File: config.mk
export PLATFORM = sky130hd
export DESIGN_NAME = dvhs_ram
export DESIGN_NICKNAME = d
export VERILOG_FILES = /design/src/design/dominated_vertex_hausdorff_search_assert.svh /design/src/design/dvhs_ram.sv
export SDC_FILE = /design/constraint.sdc
export NUM_CORES = 2
export LEC_CHECK = 0
export BUFFER_PORTS_ARGS = -buffer_cell sky130_fd_sc_hd__buf_2
export CAP_MARGIN = 20
export CORE_MARGIN = 1.5
export CORE_UTILIZATION = 63
export CTS_CLUSTER_DIAMETER = 80
export DETAILED_ROUTE_END_ITERATION = 8
export PLACE_DENSITY_LB_ADDON = 0.15
export SYNTH_ARGS = -nofsm -noshare
export SYNTH_HDL_FRONTEND = slang
export SYNTH_SLANG_ARGS = --single-unit
File: constraint.sdc
create_clock -name clk -period 3 [get_ports clk]
set_input_delay 0.45 -clock clk [delete_from_list [all_inputs] [get_ports clk]]
set_output_delay 0.45 -clock clk [all_outputs]
set_load 0.02 [all_outputs]
File: src/design/dominated_vertex_hausdorff_search_assert.svh
// Assertion macros shared by the search block.
`ifndef DOMINATED_VERTEX_HAUSDORFF_SEARCH_ASSERT_SVH
`define DOMINATED_VERTEX_HAUSDORFF_SEARCH_ASSERT_SVH

// Implication checked on every clock edge outside reset.
`define DVHS_ASSERT_IMP(label, clk, rst, cond, prop, msg) \
  label: assert property (@(posedge clk) disable iff (rst) (cond) |-> (prop)) \
    else $error(msg);

// Implication checked in the cycle after the condition.
`define DVHS_ASSERT_NEXT(label, clk, rst, cond, prop, msg) \
  label: assert property (@(posedge clk) disable iff (rst) (cond) |=> (prop)) \
    else $error(msg);

`endif

File: src/design/dvhs_ram.sv
module dvhs_ram #(
  parameter int WIDTH = 8,
  parameter int DEPTH = 256
) (
  input  logic                     clk,
  input  logic                     we,
  input  logic [$clog2(DEPTH)-1:0] waddr,
  input  logic [WIDTH-1:0]         wdata,
  input  logic [$clog2(DEPTH)-1:0] raddr,
  output logic [WIDTH-1:0]         rdata
);
  logic [WIDTH-1:0] mem [DEPTH];

  always_ff @(posedge clk) begin
    if (we) begin
      mem[waddr] <= wdata;
    end
    rdata <= mem[raddr];
  end
endmodule

==> summary.md <==
| Metric | Value |
|---|---|
| Remaining global-route overflow | 0 |
| Syn nets | 3,759 |
| Metal3 WL | about 20,000 um |
| Vias in the first global route | 41,800 |
| Core area | ~0.13 mm^2 |
| Reg-to-reg slack, setup | approximately 120 ps |
| Clk slew on worst S/H paths | 60 ps |
| RSZ-0062 raised after global routing | false |
| Ys Warns | 0 |
| Max VDD drop | around 660 uV |
| Nature of the critical path endpoint | flop |
| Final std cells w/o fill | between 6,000 and 7,000 |
| Setup crit end | rdata[4] |
| Final Setup Violations | 0 |
| Distinct cells, synth | 55 |
| Minimum clock period | just under 3000 ps |
| CTS Sinks | ~2,000 |
| Estimated wirelength of the detail-placed design | 126,000 um |
| Worst R2R End | rdata[4] |
| Largest family of logic cells by synthesized area | multiplexers |
| Post-synthesis compound-gate area fraction | 0.0342 |
| Most instantiated cells after synthesis | edfxtp_1 (2,048), mux4_2 (454), nor2_1 (282) |
| Worst EP arrival | roughly 3600 ps |
| Die area | about 0.13 mm^2 |
| Num CTS Buffers | about 200 |
| Final nets | approximately 4,300 |
| Mapped Cells | roughly 3,700 |
| Share of cells above drive strength 1 | 0.298 |
| GRT Overall Usage | 0.316 |
| Largest net degree at the start of global routing | between 100 and 150 |
| Initial antenna violation count | 9 |
| Register bit total from synthesis | 2,056 |
| First-pass GRT wire length | slightly below 300,000 um |
| Post-route ant nets | 0 |
| Rows | 130 |
| Count leader, synth | edfxtp_1 |
| Synth top area share | 0.773 |
| Register-to-Register Path Depth | 7 |
| Placed cell count | around 5,700 |
| Cell Pwr Density | between 600 and 700 mW/mm^2 |
| CTS Root Cell | clkbuf_16 |
| Max clock buf depth | 3 |
| Register area share after synthesis | 0.775 |
| Top cells by area, synth | edfxtp_1 (77%), mux4_2 (13%), mux2i_1 (1.7%), nor2_1 (1.3%), a22oi_1 (1.3%) |
| Leading area contributor after synthesis | edfxtp_1 |
| Max Slew Vio Count | 0 |
| Metal-1 WL | between 70,000 and 80,000 um |
| H-tree levels | 4 |
| Drt first pass iters | 6 |
| DRC | 0 |
| Syn_area_per_cell | 21.3 um^2 |
| Status | complete, no violations |
| Area of placed instances | about 0.085 mm^2 |
| Routability Congestion | between 0.8 and 0.9 |
| Netlist Area Pre-Place | 0.0796 mm^2 |
| Via density | just under 7 |
| Final instance area | around 0.09 mm^2 |
| Synth Area in XOR/XNOR | 0 |
| Post-synth EDFFs | a little over 2,000 |
| Die Y | 358 um |
| Final Skew | around 31 ps |
| WL/cell | roughly 32 um |
| # port buffers | 33 |
| Slew headroom | 0.292 |
| Actual slew at the worst max-slew pin | between 1000 and 1500 ps |
| Static Leakage | 29.6 nW |
| Crit-path slowest cell | nor3_1 |
| Vias post-DR | 41,300 |
| Area grow syn2layout | 15.2% |
| Post-synthesis async set-or-reset flop share | 0 |
| Crit start category | flop |
| Adder-Cell Fraction of Synth Area | 0 |
| Predominant post-synthesis flop cell | edfxtp_1 |
| Initial Utilization | 0.634 |
| Skew-Pair Late Insertion Delay | roughly 840 ps |
| Setup CP Type | reg -> reg |
| Final WL | 198,000 um |
| DR iter-0 viols | between 5,000 and 6,000 |
| Final hold viol count | 0 |
| F_max | 347 MHz |
| Met2 WL | approximately 97,000 um |
| CTS tree | yes |
| Max stage delay on crit path | 800 ps |
| Critical Path, Cell by Cell | mux4_2, mux4_2, nor2_1, a2111oi_1, buf_4, nor3_1, nor4_1 |
| Hold Path Class | in -> reg |
| CP Max Fanout | 1 |
| Final period util | 0.961 |
| CP required | ~3700 ps |
| Critical path's most frequent cell | mux4_2 |
| Chip width | approximately 360 um |
| Ports | 34 |
| Crit. Startpoint | mem[143][4] |
| Top routing layer used | met5 |
| Max-Cap Viols | 0 |
| Reg2Reg Launch Point | mem[143][4] |
| Mux cell area share after synthesis | 0.146 |
| Post-Synth Simple-Gate Area | 0.0263 |
| FILL cells | approximately 7,000 |
## area by class of cell
type / count / area (um^2) / share of cell area
Antenna cell: 7 / 17.5 / 0.000191
Multi-Input combinational cell: 1442 / 16500 / 0.180
Clock buffer: 246 / 5220 / 0.0570
Sequential cell: 2056 / 61700 / 0.673
Tap cell: 1650 / 2060 / 0.0225
Clock inverter: 113 / 1040 / 0.0113
Timing Repair Buffer: 573 / 5150 / 0.0562
Inverter: 2 / 7.51 / 0.0000819
## worst min-delay path by stage
stage / startpoint / endpoint / slack (ps) / cells after the start
after global placement: wdata[7] / mem[152][7] / 830 / 1
after CTS: wdata[6] / mem[6][6] / 130 / 1
after floorplan: wdata[0] / mem[0][0] / 550 / 0
after detailed placement: wdata[7] / mem[153][7] / 850 / 1
after global routing: wdata[6] / mem[9][6] / 170 / 1
final: wdata[6] / mem[51][6] / 170 / 1
## cells by family (layout without fill, tap and decap cells)
logic type             after synthesis  count (layout)
multiplexers                       591             591
AND/OR/NAND/NOR                    466             466
AO/OA/AOI/OAI                      385             385
other                                0               7
flip-flops                        2056            2056
buffers and inverters              235             934
## critical path, delay by kind of cell, from the launching register on
kind	cells	cell delay [ps]
compound gates	1	90
buf+inv	1	170
flops	1	370
mux	2	1010
simple gates	3	1100
## metrics by stage
step	TNS (ps)	power, mW	utilization	hold slack, ps	setup slack [ps]
finish	0	59.0	0.731	174	118
global route	0	60.5	0.731	167	111
CTS	0	59.2	0.730	131	3.21
detailed placement	-3420	35.4	0.680	845	-723
global placement	-3800	35.3	0.680	834	-759
floorplan	0	33.9	-	549	612
## metal layers
metal,GRT usage,up-vias
li1,-,16800
met1,0.447,21600
met2,0.501,2503
met3,0.0616,389
met4,0.112,6
met5,0,-
## placed cells by master (no fill, tap or decap), drive strengths merged, types with 31 or more instances in the layout
master	netlist	routed
nor2b	31	31
mux4	456	456
o221ai	47	47
a22oi	133	133
clkinv	1	85
buf	122	564
a21oi	96	96
edfxtp	2048	2048
nor2	282	282
mux2i	134	134
nand3	34	34
clkbuf	111	254
nand2	33	33
## state kept, by name, indices dropped and copies added (netlist names)
| signal | flops |
|---|---|
| mem | 2048 |
| rdata | 8 |
## where the power goes
group	total, mW	switching, mW	internal (mW)
Combinational	3.12	1.93	1.19
Clock	24.2	10.4	13.8
Sequential	31.7	0.0440	31.7
Total	59.0	12.4	46.6
## repair_timing
action,CTS,global route
setup endpoints to repair,0,1
buffers inserted,0,0
hold buffers,1,0
endpoints found under the hold margin,20,0
resized for setup,0,1
Power figures use the tool's default switching activity.
